`config.mk`:
```
export PLATFORM = sky130hd
export DESIGN_NAME = double_ended_queue_core
export DESIGN_NICKNAME = d
export VERILOG_FILES = /design/src/hdl/dq_pkg.sv /design/src/hdl/dq_ram.sv /design/src/hdl/dq_ctl.sv /design/src/hdl/double_ended_queue_core.sv
export SDC_FILE = /design/constraint.sdc
export NUM_CORES = 1
export LEC_CHECK = 0
export BUFFER_PORTS_ARGS = -buffer_cell sky130_fd_sc_hd__buf_2
export CAP_MARGIN = 20
export CORE_ASPECT_RATIO = 0.5
export CORE_MARGIN = 10
export CORE_UTILIZATION = 40
export DETAILED_ROUTE_END_ITERATION = 8
export HOLD_SLACK_MARGIN = 0.03
export PLACE_DENSITY = 0.53
export SYNTH_ARGS = -nofsm -noshare
export SYNTH_HDL_FRONTEND = slang
export SYNTH_SLANG_ARGS = --single-unit
```
`constraint.sdc`:
```
create_clock -name clk -period 4.5 [get_ports clk]
set_input_delay 0.675 -clock clk [delete_from_list [all_inputs] [get_ports clk]]
set_output_delay 0.675 -clock clk [all_outputs]
set_load 0.01 [all_outputs]
```
`src/hdl/dq_pkg.sv`:
```
// shared types and codes for the double-ended queue
package dq_pkg;

    localparam int CMD_W   = 3;
    localparam int ITEM_W  = 32;
    localparam int STAT_W  = 2;
    localparam int COUNT_W = 5;

    localparam logic [CMD_W-1:0] CMD_PUSH_FRONT = 3'd0;
    localparam logic [CMD_W-1:0] CMD_PUSH_BACK  = 3'd1;
    localparam logic [CMD_W-1:0] CMD_POP_FRONT  = 3'd2;
    localparam logic [CMD_W-1:0] CMD_POP_BACK   = 3'd3;
    localparam logic [CMD_W-1:0] CMD_PEEK_FRONT = 3'd4;
    localparam logic [CMD_W-1:0] CMD_PEEK_BACK  = 3'd5;
    localparam logic [CMD_W-1:0] CMD_CLEAR      = 3'd6;

    localparam logic [STAT_W-1:0] STATUS_OK    = 2'd0;
    localparam logic [STAT_W-1:0] STATUS_EMPTY = 2'd1;
    localparam logic [STAT_W-1:0] STATUS_FULL  = 2'd2;

    // result of one command, minus the word that comes back from the store
    typedef struct packed {
        logic [STAT_W-1:0]  status;
        logic [COUNT_W-1:0] count;
        logic               empty;
        logic               from_mem;
    } dq_result_t;

endpackage

```
`src/hdl/dq_ram.sv`:
```
// generic single-write, single-read ram with registered read data
module dq_ram #(
    parameter int WIDTH = 32,
    parameter int DEPTH = 16
) (
    input  logic                     clk,
    input  logic                     wr_en,
    input  logic [$clog2(DEPTH)-1:0] wr_addr,
    input  logic [WIDTH-1:0]         wr_data,
    input  logic                     rd_en,
    input  logic [$clog2(DEPTH)-1:0] rd_addr,
    output logic [WIDTH-1:0]         rd_data
);

    logic [WIDTH-1:0] mem [DEPTH];

    always_ff @(posedge clk)
    begin
        if (wr_en)
        begin
            mem[wr_addr] <= wr_data;
        end
        if (rd_en)
        begin
            rd_data <= mem[rd_addr];
        end
    end

endmodule

```
`src/hdl/dq_ctl.sv`:
```
// pointer, occupancy and store access control for the deque
module dq_ctl #(
    parameter int DEPTH   = 16,
    parameter int STORE_W = 32
) (
    input  logic                        clk,
    input  logic                        rst_n,
    input  logic                        cmd_accept,
    input  logic [dq_pkg::CMD_W-1:0]    command,
    input  logic [dq_pkg::ITEM_W-1:0]   item_in,
    output logic                        wr_en,
    output logic [$clog2(DEPTH)-1:0]    wr_addr,
    output logic [STORE_W-1:0]          wr_data,
    output logic                        rd_en,
    output logic [$clog2(DEPTH)-1:0]    rd_addr,
    output dq_pkg::dq_result_t          result
);

    localparam int PTR_W = $clog2(DEPTH);
    localparam int OCC_W = $clog2(DEPTH + 1);
    localparam logic [PTR_W-1:0] LAST_PTR = PTR_W'(DEPTH - 1);
    localparam logic [OCC_W-1:0] FULL_OCC = OCC_W'(DEPTH);

    logic [PTR_W-1:0] head_reg, head_next;
    logic [PTR_W-1:0] tail_reg, tail_next;
    logic [OCC_W-1:0] occ_reg, occ_next;
    dq_pkg::dq_result_t result_reg, result_next;

    logic [PTR_W-1:0] head_inc, head_dec, tail_inc, tail_dec;
    logic             is_full, is_none;

    assign head_inc = (head_reg == LAST_PTR) ? '0 : head_reg + 1'b1;
    assign head_dec = (head_reg == '0) ? LAST_PTR : head_reg - 1'b1;
    assign tail_inc = (tail_reg == LAST_PTR) ? '0 : tail_reg + 1'b1;
    assign tail_dec = (tail_reg == '0) ? LAST_PTR : tail_reg - 1'b1;
    assign is_full  = (occ_reg == FULL_OCC);
    assign is_none  = (occ_reg == '0);

    assign wr_data = item_in[STORE_W-1:0];

    always_comb
    begin
        head_next   = head_reg;
        tail_next   = tail_reg;
        occ_next    = occ_reg;
        wr_en       = 1'b0;
        wr_addr     = tail_reg;
        rd_en       = 1'b0;
        rd_addr     = head_reg;
        result_next = result_reg;
        if (cmd_accept)
        begin
            result_next.status   = dq_pkg::STATUS_OK;
            result_next.from_mem = 1'b0;
            case (command)
                dq_pkg::CMD_PUSH_FRONT, dq_pkg::CMD_PUSH_BACK:
                begin
                    if (is_full)
                    begin
                        result_next.status = dq_pkg::STATUS_FULL;
                    end
                    else
                    begin
                        wr_en    = 1'b1;
                        occ_next = occ_reg + 1'b1;
                        if (command == dq_pkg::CMD_PUSH_FRONT)
                        begin
                            wr_addr   = head_dec;
                            head_next = head_dec;
                        end
                        else
                        begin
                            wr_addr   = tail_reg;
                            tail_next = tail_inc;
                        end
                    end
                end
                dq_pkg::CMD_POP_FRONT, dq_pkg::CMD_POP_BACK,
                dq_pkg::CMD_PEEK_FRONT, dq_pkg::CMD_PEEK_BACK:
                begin
                    if (is_none)
                    begin
                        result_next.status = dq_pkg::STATUS_EMPTY;
                    end
                    else
                    begin
                        rd_en                = 1'b1;
                        result_next.from_mem = 1'b1;
                        if (command == dq_pkg::CMD_POP_FRONT ||
                            command == dq_pkg::CMD_PEEK_FRONT)
                        begin
                            rd_addr = head_reg;
                        end
                        else
                        begin
                            rd_addr = tail_dec;
                        end
                        if (command == dq_pkg::CMD_POP_FRONT)
                        begin
                            head_next = head_inc;
                            occ_next  = occ_reg - 1'b1;
                        end
                        else if (command == dq_pkg::CMD_POP_BACK)
                        begin
                            tail_next = tail_dec;
                            occ_next  = occ_reg - 1'b1;
                        end
                    end
                end
                dq_pkg::CMD_CLEAR:
                begin
                    head_next = '0;
                    tail_next = '0;
                    occ_next  = '0;
                end
                default:
                begin
                end
            endcase
            result_next.count = dq_pkg::COUNT_W'(occ_next);
            result_next.empty = (occ_next == '0);
        end
    end

    always_ff @(posedge clk or negedge rst_n)
    begin
        if (!rst_n)
        begin
            head_reg <= '0;
            tail_reg <= '0;
            occ_reg  <= '0;
        end
        else
        begin
            head_reg <= head_next;
            tail_reg <= tail_next;
            occ_reg  <= occ_next;
        end
    end

    always_ff @(posedge clk)
    begin
        result_reg <= result_next;
    end

    assign result = result_reg;

endmodule

```
`src/hdl/double_ended_queue_core.sv`:
```
// bounded double-ended queue over a ring ram: front and back push, pop and peek, clear
// the result is registered in ctl and the ram, then loaded into the output register when free
// in_ready stays low from an accepted command until its result enters the output register
// a finished result waits in the output register while the next command is taken
// reset clears head, tail, occupancy and the handshake state; ram contents are left as is
// ram contents are undefined after power-up and are only read at held entries
module double_ended_queue_core #(
    parameter int DEPTH      = 16,
    parameter int ITEM_WIDTH = 32
) (
    input  logic                          clk,
    input  logic                          rst_n,
    // command channel
    input  logic                          in_valid,
    output logic                          in_ready,
    input  logic [dq_pkg::CMD_W-1:0]      command,
    input  logic [dq_pkg::ITEM_W-1:0]     item_in,
    // result channel
    output logic                          out_valid,
    input  logic                          out_ready,
    output logic [dq_pkg::STAT_W-1:0]     status,
    output logic [dq_pkg::ITEM_W-1:0]     item_out,
    output logic [dq_pkg::COUNT_W-1:0]    entry_count,
    output logic                          is_empty
);

    // stored word width: the port carries at most a 32-bit word
    localparam int STORE_W = (ITEM_WIDTH < dq_pkg::ITEM_W) ? ITEM_WIDTH : dq_pkg::ITEM_W;
    localparam int ADDR_W  = $clog2(DEPTH);

    // handshake states
    localparam logic ST_IDLE = 1'b0;  // ready for the next command word
    localparam logic ST_BUSY = 1'b1;  // result returning from ctl and ram, waits for the output slot

    logic state_reg, state_next;
    logic cmd_accept;
    logic out_load;

    // ram ports
    logic               wr_en, rd_en;
    logic [ADDR_W-1:0]  wr_addr, rd_addr;
    logic [STORE_W-1:0] wr_data, rd_data;

    dq_pkg::dq_result_t result;

    // output register
    logic                        out_valid_reg, out_valid_next;
    logic [dq_pkg::STAT_W-1:0]   status_reg;
    logic [dq_pkg::ITEM_W-1:0]   item_out_reg;
    logic [dq_pkg::COUNT_W-1:0]  count_reg;
    logic                        empty_reg;

    assign in_ready   = (state_reg == ST_IDLE);
    assign cmd_accept = in_valid && in_ready;

    // result moves out when busy and the output slot is free or being emptied
    assign out_load = (state_reg == ST_BUSY) && (!out_valid_reg || out_ready);

    dq_ctl #(
        .DEPTH   (DEPTH),
        .STORE_W (STORE_W)
    ) u_ctl (
        .clk        (clk),
        .rst_n      (rst_n),
        .cmd_accept (cmd_accept),
        .command    (command),
        .item_in    (item_in),
        .wr_en      (wr_en),
        .wr_addr    (wr_addr),
        .wr_data    (wr_data),
        .rd_en      (rd_en),
        .rd_addr    (rd_addr),
        .result     (result)
    );

    // ring store; one access per command, so no read and write to one entry overlap
    dq_ram #(
        .WIDTH (STORE_W),
        .DEPTH (DEPTH)
    ) u_store (
        .clk     (clk),
        .wr_en   (wr_en),
        .wr_addr (wr_addr),
        .wr_data (wr_data),
        .rd_en   (rd_en),
        .rd_addr (rd_addr),
        .rd_data (rd_data)
    );

    always_comb
    begin
        state_next = state_reg;
        case (state_reg)
            ST_IDLE:
            begin
                if (cmd_accept)
                begin
                    state_next = ST_BUSY;
                end
            end
            ST_BUSY:
            begin
                if (out_load)
                begin
                    state_next = ST_IDLE;
                end
            end
            default:
            begin
                state_next = ST_IDLE;
            end
        endcase
    end

    always_comb
    begin
        out_valid_next = out_valid_reg;
        if (out_load)
        begin
            out_valid_next = 1'b1;
        end
        else if (out_ready)
        begin
            out_valid_next = 1'b0;
        end
    end

    always_ff @(posedge clk or negedge rst_n)
    begin
        if (!rst_n)
        begin
            state_reg     <= ST_IDLE;
            out_valid_reg <= 1'b0;
        end
        else
        begin
            state_reg     <= state_next;
            out_valid_reg <= out_valid_next;
        end
    end

    // payload of the output word; ram read data holds until the next read
    always_ff @(posedge clk)
    begin
        if (out_load)
        begin
            status_reg   <= result.status;
            count_reg    <= result.count;
            empty_reg    <= result.empty;
            item_out_reg <= result.from_mem ? dq_pkg::ITEM_W'(rd_data) : '0;
        end
    end

    assign out_valid   = out_valid_reg;
    assign status      = status_reg;
    assign item_out    = item_out_reg;
    assign entry_count = count_reg;
    assign is_empty    = empty_reg;

endmodule
```
# Word-level counts from Yosys, hierarchy flattened

Memories as Yosys holds them, arrays and structs flattened. A register that Yosys moved wholly into a read port is not among the register bits.
Index checks and enable logic that the tools add are counted.
W data, S select, Z words.

Register bits after elaboration: 64
Bits in writable memories: 512
Input bits: 39
Output and inout port bits: 42
Word-level logic and storage cells: 98
Memories kept: 1

Memory list:

| memory      | words | bits a word | read ports | clocked after memory_dff | wr ports | RTL line     | RTL |
|---|---|---|---|---|---|---|---|
| u_store.mem | 16    | 32          | 1          | 1                        | 1        | dq_ram.sv:15 | `logic [WIDTH-1:0] mem [DEPTH];` |

$add $sub $neg: 6
Equal/unequal tests: 16
Mux-type cells: 45
Bitwise operators: 1
Reduce and logical (&&, ||, !) cells: 16

Operators with widths:

| operator              | count |
|---|---|
| $mux W4               | 21 |
| $mux W5               | 5 |
| $pmux W4 S3           | 2 |
| $pmux W5 S3           | 1 |
| $mux W1               | 13 |
| $logic_not A5 Y1      | 2 |
| $eq A3 B3 Y1 const B  | 3 |
| $add A4 B1 Y4 const B | 2 |
| $eq A4 B4 Y1 const B  | 2 |
| $logic_not A4 Y1      | 2 |
| $ne A2 B2 Y1 const B  | 4 |
| $sub A4 B1 Y4 const B | 2 |
| $reduce_and A7 Y1     | 1 |
| $eq A3 B2 Y1 const B  | 2 |
| $ne A2 B1 Y1 const B  | 3 |
| $reduce_and A6 Y1     | 1 |
| $add A5 B1 Y5 const B | 1 |
| $eq A5 B5 Y1 const B  | 1 |
| $sub A5 B1 Y5 const B | 1 |
| $pmux W2 S2           | 1 |
| $reduce_or A4 Y1      | 1 |
| $eq A3 B1 Y1 const B  | 1 |
| $logic_not A3 Y1      | 1 |
| $reduce_bool A3 Y1    | 1 |
| 8 further kinds       | 10 |

# Longest topological paths before layout

Gate-level depths: netlist of run 1.

Word-level depth: 7
Gate-level depth with buffers: 14
Gate-level depth less buffers: 9

# Cells and area by module

Synthesis of run 1 repeated with hierarchy kept, for this count alone.

Cells, all modules: 1,139
Area total of the unflattened synthesis: 23,603.9 um^2

By module, submodules not included:

| module                  | instances | cells each | area each (um^2) | seq. area each (um^2) |
|---|---|---|---|---|
| dq_ram                  | 1         | 838        | 20,155.6         | 16,335.7 |
| dq_ctl                  | 1         | 218        | 1,908.1          | 595.6 |
| double_ended_queue_core | 1         | 83         | 1,540.2          | 1,251.2 |

# Worst setup path after synthesis of run 1

Ideal clock, no wire load.

Path kind: in2reg
Start: in command[2] in the netlist's numbering
End: mem u_store.mem[15][0] (enable)
Setup time: 0.421 ns
Arrival: 3.831 ns
Data required time: 4.079 ns
Setup slack: 0.248 ns
Stages on the path: 7
Path buffers: 1
Cell sequence: buf_4 or2_2 a2111oi_0 nor2_1 a21oi_1 nand2_1 nor2_1

Word-level cells in the longest chain between the ends: 6
Elaborated cells on any way between the ends: 11
Those cells by class: 1 x eq/ne; 8 x mux; 2 x reduce/logical

RTL lines:

| item                                                    | RTL line                      | RTL |
|---|---|---|
| start, declared                                         | double_ended_queue_core.sv:16 | `input logic [dq_pkg::CMD_W-1:0] command,` |
| $eq A3 B1 Y1 / $logic_not A3 Y1 (equally long branches) | dq_ctl.sv:55, dq_ctl.sv:66    |  |
| $reduce_or A2 Y1                                        | dq_ctl.sv:55                  | `case (command)` |
| $mux W1                                                 | dq_ctl.sv:55                  |  |
| $mux W1                                                 | dq_ctl.sv:51                  | `if (cmd_accept)` |
| $mux W1                                                 | dq_ram.sv:19                  | `if (wr_en)` |
| $mux W1 (not written as such)                           | dq_ram.sv:21                  | `mem[wr_addr] <= wr_data;` |
| end, declared                                           | dq_ram.sv:15                  |  |

Several ways; a longest one is shown, not always the timed one.

# Worst setup path in the final report of run 1

Start: reg u_ctl.occ_reg[0]
End: reg u_store.rd_data[30], read port of u_store.mem (data pin)

Word-level cells in the longest chain between the ends: 4
Elaborated cells on any way between the ends: 7
Those cells by class: 6 x mux; 1 x reduce/logical

RTL lines:

| item                                      | RTL line      | RTL |
|---|---|---|
| start, declared                           | dq_ctl.sv:26  | `logic [OCC_W-1:0] occ_reg, occ_next;` |
| start signal, assigned                    | dq_ctl.sv:137 | `occ_reg <= occ_next;` |
| $logic_not A5 Y1 (*)                      | dq_ctl.sv:37  | `assign is_none = (occ_reg == '0);` |
| $mux W4 / $mux W1 (equally long branches) | dq_ctl.sv:81  | `if (is_none)` |
| $mux W4 / $mux W1 (equally long branches) | -             |  |
| $mux W4 / $mux W1 (equally long branches) | dq_ctl.sv:51  |  |
| end, declared                             | dq_ram.sv:12  | `output logic [WIDTH-1:0] rd_data` |

Mark *: on every way between the ends. The rest lies on a longest branch, timed or not.
A chain may end at the register's enable or synchronous reset.

==> impl_metrics.py, run 1 <==
metrics = {
    "floorplanning": {
        "core-area_um2": 59510,
        "start_util_pct": 40.57,
        "dieArea_um2": 71190,
        "fp.dieH_um": 193.7,
        "io_pins": 81,
        "fp-row-count": 63,
        "die_w_um": 367.5,
    },
    "grt": {
        "grt_overflow_total": 0,
        "antenna_found_initial": 2,
        "grt_usage_pct": 16.13,
        "grt_pass1_wl_mm": 89.36,
        "grt_pass1_vias": 13840,
        "grt_max_degree": 91,
    },
    "timing": {
        "worst_slack_ns": 0.6482,
        "slew_violations": 0,
        "tightestPinTransition_ns": 0.8494,
        "finalSetupTns_ns": 0,
        "min_period_ns": 3.852,
        "grt_setup_unrepaired": "false",
        "max_slew_margin_pct": 43.37,
        "fin_crit_sh_pct": 85.60,
        "fmax_mhz": 259.6,
        "finalSetupViolCount": 0,
        "whs_ns": 0.3722,
        "hold_viol": 0,
        "clock_skew_ns": 0.01519,
    },
    "power": {
        "seqPwrFrac_pct": 41.8,
        "p_int_mw": 11.05,
        "switching_share_pct": 32.52,
        "clkPwrFrac_pct": 28.7,
        "switching_power_mw": 5.326,
        "p_comb_share_pct": 29.5,
        "ir_drop_mv": 0.3261,
        "p_leak_nw": 9.463,
        "p_per_area_nw_per_um2": 591.9,
    },
    "worst_hold_path": {
        "hold-path-cell-count": 3,
        "min_from": "out_ready",
        "hold_class": "in -> reg",
        "hold_end": "out_valid",
    },
    "synth": {
        "ys_ff_latch": 608,
        "yosysTopAreaCell": "edfxtp_1",
        "syn-instance-count": 1539,
        "synth_edf_count": 593,
        "synth_most_common_cell": "edfxtp_1",
        "ys.flop_type": "edfxtp_1",
        "synth-simple-area-share_pct": 6.798,
        "async_flop_share_pct": 2.467,
        "synthTopCellsByArea": "edfxtp_1 (74%), a221oi_1 (3.4%), mux2i_1 (3.4%), a21oi_1 (3.0%), nand2_1 (2.7%)",
        "synth_area_per_cell_um2": 15.69,
        "yosysSeqAreaShare_pct": 75.30,
        "ys_types": 65,
        "synthXorXnorAreaFrac_pct": 0.1865,
        "synth_area_um2": 24150,
        "synth_fa_ha_area_share_pct": 0.3109,
        "synth_top_family_by_area": "compound AO/OA/AOI/OAI gates",
        "synth_compound_area_share_pct": 11.16,
        "synth_top_area_share_pct": 73.74,
        "synthesis.nets": 1584,
        "synth_commonest_cells": "edfxtp_1 (593), nand2_1 (174), a21oi_1 (147)",
        "synth_mux_area_share_pct": 3.736,
        "synth_warnings": 0,
    },
    "finish": {
        "area_growth_pct": 14.61,
        "drive_above_1_share_pct": 15.16,
        "nNetsFinal": 1665,
        "finalNonFillerCells": 2475,
        "largest_reg_flops": 512,
        "nFillCells": 5079,
        "multi_input_area_um2": 5539,
        "regArea_um2": 18180,
        "fin_area_um2": 27670,
    },
    "clocking": {
        "clock_latency_ns": 0.59,
        "cts.root.buffer_cell": "clkbuf_16",
        "clock_sinks": 608,
        "clock_path_buffers": 3,
        "post_cts_buffers": 0,
        "hold_buffers": 1,
        "clkTransAtPathRegs_ns": 0.07,
        "htreeDepth": 2,
        "ctsResizeCount": 0,
        "cts_buffers": 55,
        "cts_tree": "built",
    },
    "drt": {
        "wl_per_cell_um": 24.15,
        "drtAntennaViolNets": 0,
        "drcViolationCount": 0,
        "via_per_inst": 5.648,
        "vias": 13980,
        "drt-total-wl_mm": 59.78,
        "dr.pass1.iters": 5,
        "initialDrtViolationCount": 1292,
    },
    "place": {
        "port_buffers": 80,
        "dp.final_hpwl_mm": 32.27,
        "place_congestion": 0.7695,
        "pre_cts_ws_ns": 0.5625,
        "dpl_cell_area_um2": 25860,
        "dpl.cell_count": 2373,
    },
    "flow_run": {
        "drv_cap": 0,
    },
    "setup_path": {
        "crit_chain": "inv_1, ha_1, nor4b_4, or3_1, mux2_8, buf_4, a21oi_1, a221oi_1, or4_1",
        "r2r_slack_ns": 0.65,
        "arrival_ns": 4.18,
        "path_class": "reg -> reg",
        "endpoint_kind": "register",
        "ff2ff_path_depth": 9,
        "cp_slowest_cell": "mux2_8",
        "critPathMaxStageDelay_ns": 0.63,
        "timing.rr.start": "u_ctl.occ_reg[0]",
        "cp.required_ns": 4.82,
        "crit_fanout": 90,
        "r2r_end": "u_store.rd_data[30]",
        "cp-start-kind": "register",
    },
    "run_status": {
        "run_status": "finished, final reports clean",
    },
}
-- area by class of cell --
class / instances / share of cell area (%)
well taps: 812 / 3.671
clock inverters: 34 / 1.293
repair buffers: 131 / 3.961
flip-flops and latches: 608 / 65.70
inverters: 12 / 0.1628
multi-input cells: 812 / 20.02
clock buffers: 65 / 5.186
diodes: 1 / 0.009042
-- worst max-delay path: cells and delay by family (launching register included) --
family / cells / cell delay (ns)
mux: 1 / 0.63
compound gates: 2 / 0.24
simple gates: 3 / 1.55
flops: 1 / 0.46
buf+inv: 2 / 0.42
fa+ha+maj: 1 / 0.21
-- worst max path at each step --
stage	from	end	depth (start not counted)	slack, ns
after floorplan	command[2]	u_store.mem[15][0]	7	0.25
after global placement	command[2]	u_store.rd_data[9]	9	0.64
after detailed placement	command[2]	u_store.rd_data[9]	9	0.56
after CTS	u_ctl.occ_reg[0]	u_store.rd_data[30]	9	0.66
after global routing	u_ctl.occ_reg[0]	u_store.rd_data[5]	9	0.42
final	u_ctl.occ_reg[0]	u_store.rd_data[30]	9	0.65
-- metal layers --
layer	global-route usage (%)	share of wire, %	wire length [µm]	vias to the layer above
met1	22.77	46	27270	7239
met5	0	0	0	-
li1	-	-	-	6277
met2	26.20	48	28410	387
met3	2.334	5.3	3174	76
met4	3.592	1.6	927	0
-- logic make-up after synthesis --
group | Yosys count
buffers and inverters | 119
AO/OA/AOI/OAI | 376
adder cells (fa/ha/maj) | 6
flip-flops | 608
multiplexers | 88
AND/OR/NAND/NOR | 339
XOR/XNOR | 3
-- cell usage in the layout, fill, tap and decap left out, types with 3 or more instances in the layout --
cell,instances
a211o_1,27
a21oi_1,147
a21oi_2,10
a221o_1,19
a221oi_1,93
a22o_1,3
a22oi_1,5
a311oi_1,10
a31oi_1,3
a32oi_1,9
and2_1,35
and3_1,31
buf_12,25
buf_2,80
buf_4,24
bufinv_16,7
clkbuf_1,9
clkbuf_16,56
clkinv_1,16
clkinv_2,10
dfrtp_1,15
edfxtp_1,593
ha_1,6
inv_1,11
mux2_2,3
mux2i_1,81
nand2_1,174
nand2b_1,7
nand3_1,20
nor2_1,12
nor2_4,17
nor3_1,3
o211ai_1,11
o21ai_0,15
o221ai_1,4
o31ai_1,3
or4_1,23
-- metrics by stage --
stage / utilization (%) / total power [mW]
6_report: 46.50 / 16.38
5_1_grt: 46.50 / 17.20
4_1_cts: 46.49 / 16.50
3_5_place_dp: 43.46 / 11.81
3_3_place_gp: 43.46 / 11.68
2_1_floorplan: - / 10.25
-- power by group through the flow --
stage | sequential [mW] | clock (mW) | combinational, mW
finish | 6.85 | 4.70 | 4.83
global route | 6.88 | 5.04 | 5.28
CTS | 6.85 | 4.79 | 4.86
detailed placement | 6.97 | 0 | 4.84
global placement | 6.96 | 0 | 4.73
floorplan | 6.90 | 0 | 3.35
(Power assumes the default switching activity.)
==> inputs of run 2 (changes only) <==
--- a/config.mk
+++ b/config.mk
@@ -12,7 +12,7 @@
 export CORE_UTILIZATION = 40
 export DETAILED_ROUTE_END_ITERATION = 8
 export HOLD_SLACK_MARGIN = 0.03
-export PLACE_DENSITY = 0.53
+export PLACE_DENSITY = 0.55
 export SYNTH_ARGS = -nofsm -noshare
 export SYNTH_HDL_FRONTEND = slang
 export SYNTH_SLANG_ARGS = --single-unit
==> constraint.sdc (replaced) <==
create_clock -name clk -period 4.1 [get_ports clk]
set_input_delay 0.615 -clock clk [delete_from_list [all_inputs] [get_ports clk]]
set_output_delay 0.615 -clock clk [all_outputs]
set_load 0.01 [all_outputs]
==> run 2 against run 1 <==
  * Wire length up 0.70%
  * Global-route usage is 0.19 points higher
  * Maximum frequency increased by 7.4%
  * Power rose by 10%
  * Clock skew barely moved
==> impl_metrics.py, run 2 (synthesis results as in run 1) <==
metrics = {
    "run_status": {
        "run_status": "finished, final reports clean",
    },
    "drt": {
        "drtAntennaViolNets": 0,
        "drcViolationCount": 0,
        "drt-total-wl_mm": 60.20,
        "wl_per_cell_um": 24.22,
        "dr.pass1.iters": 5,
        "via_per_inst": 5.643,
        "initialDrtViolationCount": 1406,
        "vias": 14030,
    },
    "finish": {
        "nFillCells": 5059,
        "drive_above_1_share_pct": 15.54,
        "largest_reg_flops": 512,
        "multi_input_area_um2": 5539,
        "regArea_um2": 18180,
        "final_cell_mix": "edfxtp_1 (593), nand2_1 (174), a21oi_1 (147), a221oi_1 (93), mux2i_1 (81)",
        "nNetsFinal": 1675,
        "layout_commonest_cell": "edfxtp_1",
        "finalNonFillerCells": 2486,
        "area_growth_pct": 14.96,
    },
    "grt": {
        "grt_pass1_vias": 14220,
        "grt_usage_pct": 16.32,
        "grt_overflow_total": 0,
        "grt_pass1_wl_mm": 90.27,
        "antenna_found_initial": 3,
        "grt_max_degree": 59,
    },
    "setup_path": {
        "cp.required_ns": 4.44,
        "cp_num_buf_inv": 3,
        "critical-path-top-delay-family": "simple AND/OR/NAND/NOR gates",
        "cp-start-kind": "register",
        "crit_fanout": 23,
        "critPathMaxStageDelay_ns": 0.54,
        "ff2ff_path_depth": 10,
        "r2r_slack_ns": 0.51,
        "cp_slowest_cell": "or3_1",
        "path_class": "reg -> reg",
        "timing.rr.start": "u_ctl.occ_reg[0]",
        "crit_chain": "inv_1, ha_1, nor4b_4, or3_1, o21ai_4, buf_12, buf_4, mux2i_1, a221oi_1, or4_1",
        "arrival_ns": 3.93,
        "r2r_end": "u_store.rd_data[25]",
        "endpoint_kind": "register",
    },
    "floorplanning": {
        "core-area_um2": 59510,
        "fp.dieH_um": 193.7,
        "start_util_pct": 40.57,
        "die_w_um": 367.5,
        "io_pins": 81,
        "dieArea_um2": 71190,
        "fp-row-count": 63,
    },
    "clocking": {
        "clkTransAtPathRegs_ns": 0.07,
        "clock_path_buffers": 3,
        "ctsResizeCount": 0,
        "post_cts_buffers": 0,
        "cts_tree": "built",
        "cts.root.buffer_cell": "clkbuf_16",
        "hold_buffers": 1,
        "clock_latency_ns": 0.60,
        "cts_buffers": 56,
        "clock_sinks": 608,
        "htreeDepth": 2,
    },
    "timing": {
        "slew_violations": 0,
        "clock_skew_ns": 0.01504,
        "tightestPinTransition_ns": 0.8631,
        "hold_viol": 0,
        "fin_crit_sh_pct": 87.46,
        "min_period_ns": 3.586,
        "fmax_mhz": 278.9,
        "whs_ns": 0.3081,
        "finalSetupTns_ns": 0,
        "finalSetupViolCount": 0,
        "grt_setup_unrepaired": "false",
        "max_slew_margin_pct": 42.46,
    },
    "worst_hold_path": {
        "hold_end": "out_valid",
        "hold_class": "in -> reg",
        "min_from": "out_ready",
        "hold-path-cell-count": 3,
    },
    "place": {
        "place_congestion": 0.8068,
        "dpl.cell_count": 2383,
        "dp.final_hpwl_mm": 32.72,
        "port_buffers": 80,
    },
    "power": {
        "seqPwrFrac_pct": 41.7,
        "switching_share_pct": 32.77,
        "ir_drop_mv": 0.3973,
        "p_comb_share_pct": 29.9,
        "clkPwrFrac_pct": 28.4,
        "p_leak_nw": 9.507,
        "p_int_mw": 12.13,
        "p_per_area_nw_per_um2": 649.9,
        "switching_power_mw": 5.912,
    },
    "flow_run": {
        "drv_cap": 0,
    },
}
## run 2: cell types whose count changed in the layout (fill, tap and decap cells not counted), sizes merged
cell / before / now
buf: 129 / 139
bufinv: 7 / 5
clkbuf: 66 / 65
clkinvlp: 0 / 2
inv: 12 / 14
## run 2: worst max-delay path by stage
stage	from	to	cells past startpoint	slack [ns]
3_5_place_dp	command[2]	u_store.rd_data[7]	9	0.44
4_1_cts	u_ctl.occ_reg[0]	u_store.rd_data[25]	10	0.55
2_1_floorplan	command[2]	u_store.mem[15][0]	7	-0.09
5_1_grt	u_ctl.occ_reg[0]	u_store.rd_data[7]	10	0.34
6_report	u_ctl.occ_reg[0]	u_store.rd_data[25]	10	0.51
3_3_place_gp	command[2]	u_store.rd_data[30]	9	0.49
## run 2: layer usage
metal	track usage, %	wire [µm]	vias up
li1	-	-	6282
met1	22.63	26810	7186
met2	26.42	28410	458
met3	2.667	3553	101
met4	4.331	1411	2
met5	0	13	-
## run 2: area by class of cell
type,count,area share [%]
Clock buffer,65,5.246
Multi-Input combinational cell,812,19.95
Sequential cell,608,65.50
Inverter,12,0.1623
Antenna cell,1,0.009014
Clock inverter,36,1.136
Tap cell,812,3.660
Timing Repair Buffer,140,4.336
## run 2: worst min-delay path: stages
cell	delay, ns
buf_2	0.07
nand2b_1	0.12
nand2_1	0.06
## run 2: power by group through the flow
| stage | Clock [mW] | Combinational (mW) | Sequential, mW |
|---|---|---|---|
| 6_report | 5.13 | 5.39 | 7.53 |
| 5_1_grt | 5.49 | 5.88 | 7.56 |
| 4_1_cts | 5.22 | 5.41 | 7.53 |
| 3_5_place_dp | 0 | 5.39 | 7.66 |
| 3_3_place_gp | 0 | 5.26 | 7.64 |
| 2_1_floorplan | 0 | 3.67 | 7.57 |
## run 2: stage by stage
| stage | utilization, % | setup WS (ns) | area, µm² | total power [mW] |
|---|---|---|---|---|
| 2_1_floorplan | - | -0.09161 | 24150 | 11.25 |
| 3_3_place_gp | 43.65 | 0.4929 | 25980 | 12.90 |
| 3_5_place_dp | 43.65 | 0.4438 | 25980 | 13.04 |
| 4_1_cts | 46.64 | 0.5488 | 27760 | 18.16 |
| 5_1_grt | 46.65 | 0.3433 | 27760 | 18.93 |
| 6_report | 46.65 | 0.5141 | 27760 | 18.04 |
==> inputs of run 3 (changes only) <==
--- a/config.mk
+++ b/config.mk
@@ -7,9 +7,9 @@
 export LEC_CHECK = 0
 export BUFFER_PORTS_ARGS = -buffer_cell sky130_fd_sc_hd__buf_2
 export CAP_MARGIN = 20
-export CORE_ASPECT_RATIO = 0.5
 export CORE_MARGIN = 10
 export CORE_UTILIZATION = 40
+export CTS_CLUSTER_SIZE = 16
 export DETAILED_ROUTE_END_ITERATION = 8
 export HOLD_SLACK_MARGIN = 0.03
 export PLACE_DENSITY = 0.55
==> run 3 against run 2 <==
  * Combinational power shrank 0.9%
  * Final cell count shrank 0.56%
  * Critical path depth shrank 1
  * Non-clock buffer count grew 6
  * Setup slack lost 0.087 ns
  * Worst hold slack lost 0.019 ns
  * Largest cell class unchanged
  * Power grew 4.3%
  * Cell area grew 1.2%
  * Maximum frequency shrank 2.4%
  * Clock skew grew 0.0028 ns
  * Via count shrank 0.11%
==> impl_metrics.py, run 3 (synthesis results as in run 1) <==
metrics = {
    "finish": {
        "antenna_cells": 0,
        "final_cell_mix": "edfxtp_1 (593), nand2_1 (174), a21oi_1 (147), a221oi_1 (93), mux2i_1 (81)",
        "area_growth_pct": 16.33,
        "drive_above_1_share_pct": 17.10,
        "nFillCells": 5137,
        "nNetsFinal": 1685,
        "largest_reg_flops": 512,
        "postLayoutCoreUtil_pct": 46.80,
        "layout_commonest_cell": "edfxtp_1",
    },
    "timing": {
        "min_period_ns": 3.673,
        "hold_viol": 0,
        "max_slew_margin_pct": 42.01,
        "grt_setup_unrepaired": "false",
        "tightestPinTransition_ns": 0.8517,
        "fmax_mhz": 272.3,
        "slew_violations": 0,
        "finalSetupViolCount": 0,
        "clock_skew_ns": 0.01788,
        "fin_crit_sh_pct": 89.58,
    },
    "power": {
        "p_per_area_nw_per_um2": 670.1,
        "ir_drop_mv": 0.3438,
        "p_leak_nw": 9.705,
        "power_mw": 18.82,
    },
    "setup_path": {
        "arrival_ns": 4.03,
        "endpoint_kind": "register",
        "cp_slowest_cell": "or3_1",
        "crit_chain": "inv_1, ha_1, nor4b_4, or3_1, o21ai_4, buf_12, mux2i_1, a221oi_1, or4_1",
        "timing.rr.start": "u_ctl.occ_reg[0]",
        "cp.required_ns": 4.46,
        "path_class": "reg -> reg",
        "ff2ff_path_depth": 9,
        "critPathMaxStageDelay_ns": 0.57,
        "cp-start-kind": "register",
        "r2r_slack_ns": 0.43,
        "startpoint": "u_ctl.occ_reg[0]",
        "r2r_end": "u_store.rd_data[8]",
        "crit_fanout": 60,
    },
    "floorplanning": {
        "io_pins": 81,
        "start_util_pct": 40.23,
        "die_w_um": 265.7,
        "fp.dieH_um": 265.7,
        "dieArea_um2": 70590,
        "core-area_um2": 60020,
        "fp-row-count": 90,
    },
    "clocking": {
        "post_cts_buffers": 0,
        "htreeDepth": 2,
        "clock_latency_ns": 0.63,
        "cts_tree": "built",
        "cts.root.buffer_cell": "clkbuf_16",
        "clkTransAtPathRegs_ns": 0.06,
        "clock_sinks": 608,
        "clock_path_buffers": 3,
        "ctsResizeCount": 0,
        "cts_buffers": 60,
    },
    "drt": {
        "drtAntennaViolNets": 0,
        "dr.pass1.iters": 5,
        "vias": 14010,
        "drt-total-wl_mm": 61.07,
        "m1WireLength_mm": 27.65,
        "highest_layer": "met5",
        "dr_wl_met3_mm": 3.191,
        "wl_per_cell_um": 24.71,
        "drcViolationCount": 0,
        "wl_met2_mm": 28.68,
        "via_per_inst": 5.669,
        "initialDrtViolationCount": 1198,
    },
    "worst_hold_path": {
        "hold_end": "out_valid",
        "hold_class": "in -> reg",
        "hold-path-cell-count": 3,
        "min_from": "out_ready",
    },
    "grt": {
        "grt_pass1_vias": 13930,
        "grt_usage_pct": 17.17,
        "antenna_found_initial": 5,
        "grt_max_degree": 64,
        "grt_overflow_total": 0,
        "grt_pass1_wl_mm": 91.78,
    },
    "place": {
        "place_congestion": 0.7769,
        "port_buffers": 80,
        "dp.final_hpwl_mm": 33.29,
    },
    "flow_run": {
        "drv_cap": 0,
    },
    "run_status": {
        "run_status": "finished, final reports clean",
    },
}
run 3: metal layers:
metal / track usage (%) / up-vias
met3: 3.026 / 109
met1: 23.47 / 7221
met4: 5.111 / 8
met5: 0 / -
met2: 27.71 / 368
li1: - / 6307
run 3: repair_timing:
item,4_1_cts,5_1_grt
hold buffers,1,0
endpoints found under the setup margin,0,0
hold endpoints to repair,15,0
run 3: area by class of cell:
type | count | area [µm²] | area share, %
sequential | 608 | 18180 | 64.73
timing repair buffer | 146 | 1199 | 4.267
tap | 782 | 978.4 | 3.483
clock inverter | 48 | 586.8 | 2.089
clock buffer | 64 | 1559 | 5.550
inverter | 12 | 45.04 | 0.1604
multi-input combinational | 812 | 5539 | 19.72
run 3: worst max-delay path by stage:
stage | end | depth (start not counted)
3_3_place_gp | u_store.rd_data[29] | 8
5_1_grt | u_store.rd_data[7] | 9
4_1_cts | u_store.rd_data[30] | 9
2_1_floorplan | u_store.mem[15][0] | 7
6_report | u_store.rd_data[8] | 9
3_5_place_dp | u_store.rd_data[7] | 8
run 3: worst max-delay path, delay by kind of cell, from the launching register on:
family / cells / cell delay [ns]
fa+ha+maj: 1 / 0.26
buf+inv: 2 / 0.46
compound gates: 2 / 0.65
mux: 1 / 0.25
flops: 1 / 0.50
simple gates: 3 / 1.23
run 3: through the flow:
step / cells / hold slack (ns) / area (µm²) / TNS (ns) / worst slack, ns
final: 2472 / 0.2892 / 28090 / 0 / 0.4274
after global routing: 2472 / 0.2866 / 28090 / 0 / 0.2880
after CTS: 2472 / 0.2504 / 28090 / 0 / 0.4377
after floorplan: 1539 / 0.3194 / 24150 / -31.59 / -0.09161
after global placement: 2359 / 0.4101 / 25930 / 0 / 0.4236
after detailed placement: 2359 / 0.4045 / 25930 / 0 / 0.4117
run 3: power breakdown:
group,internal [mW],leakage (nW),switching (mW),total (mW)
Clock,3.56,1.04,2.38,5.94
Combinational,1.95,3.11,3.39,5.34
Sequential,7.30,5.55,0.232,7.54
Total,12.8,9.71,6.00,18.8
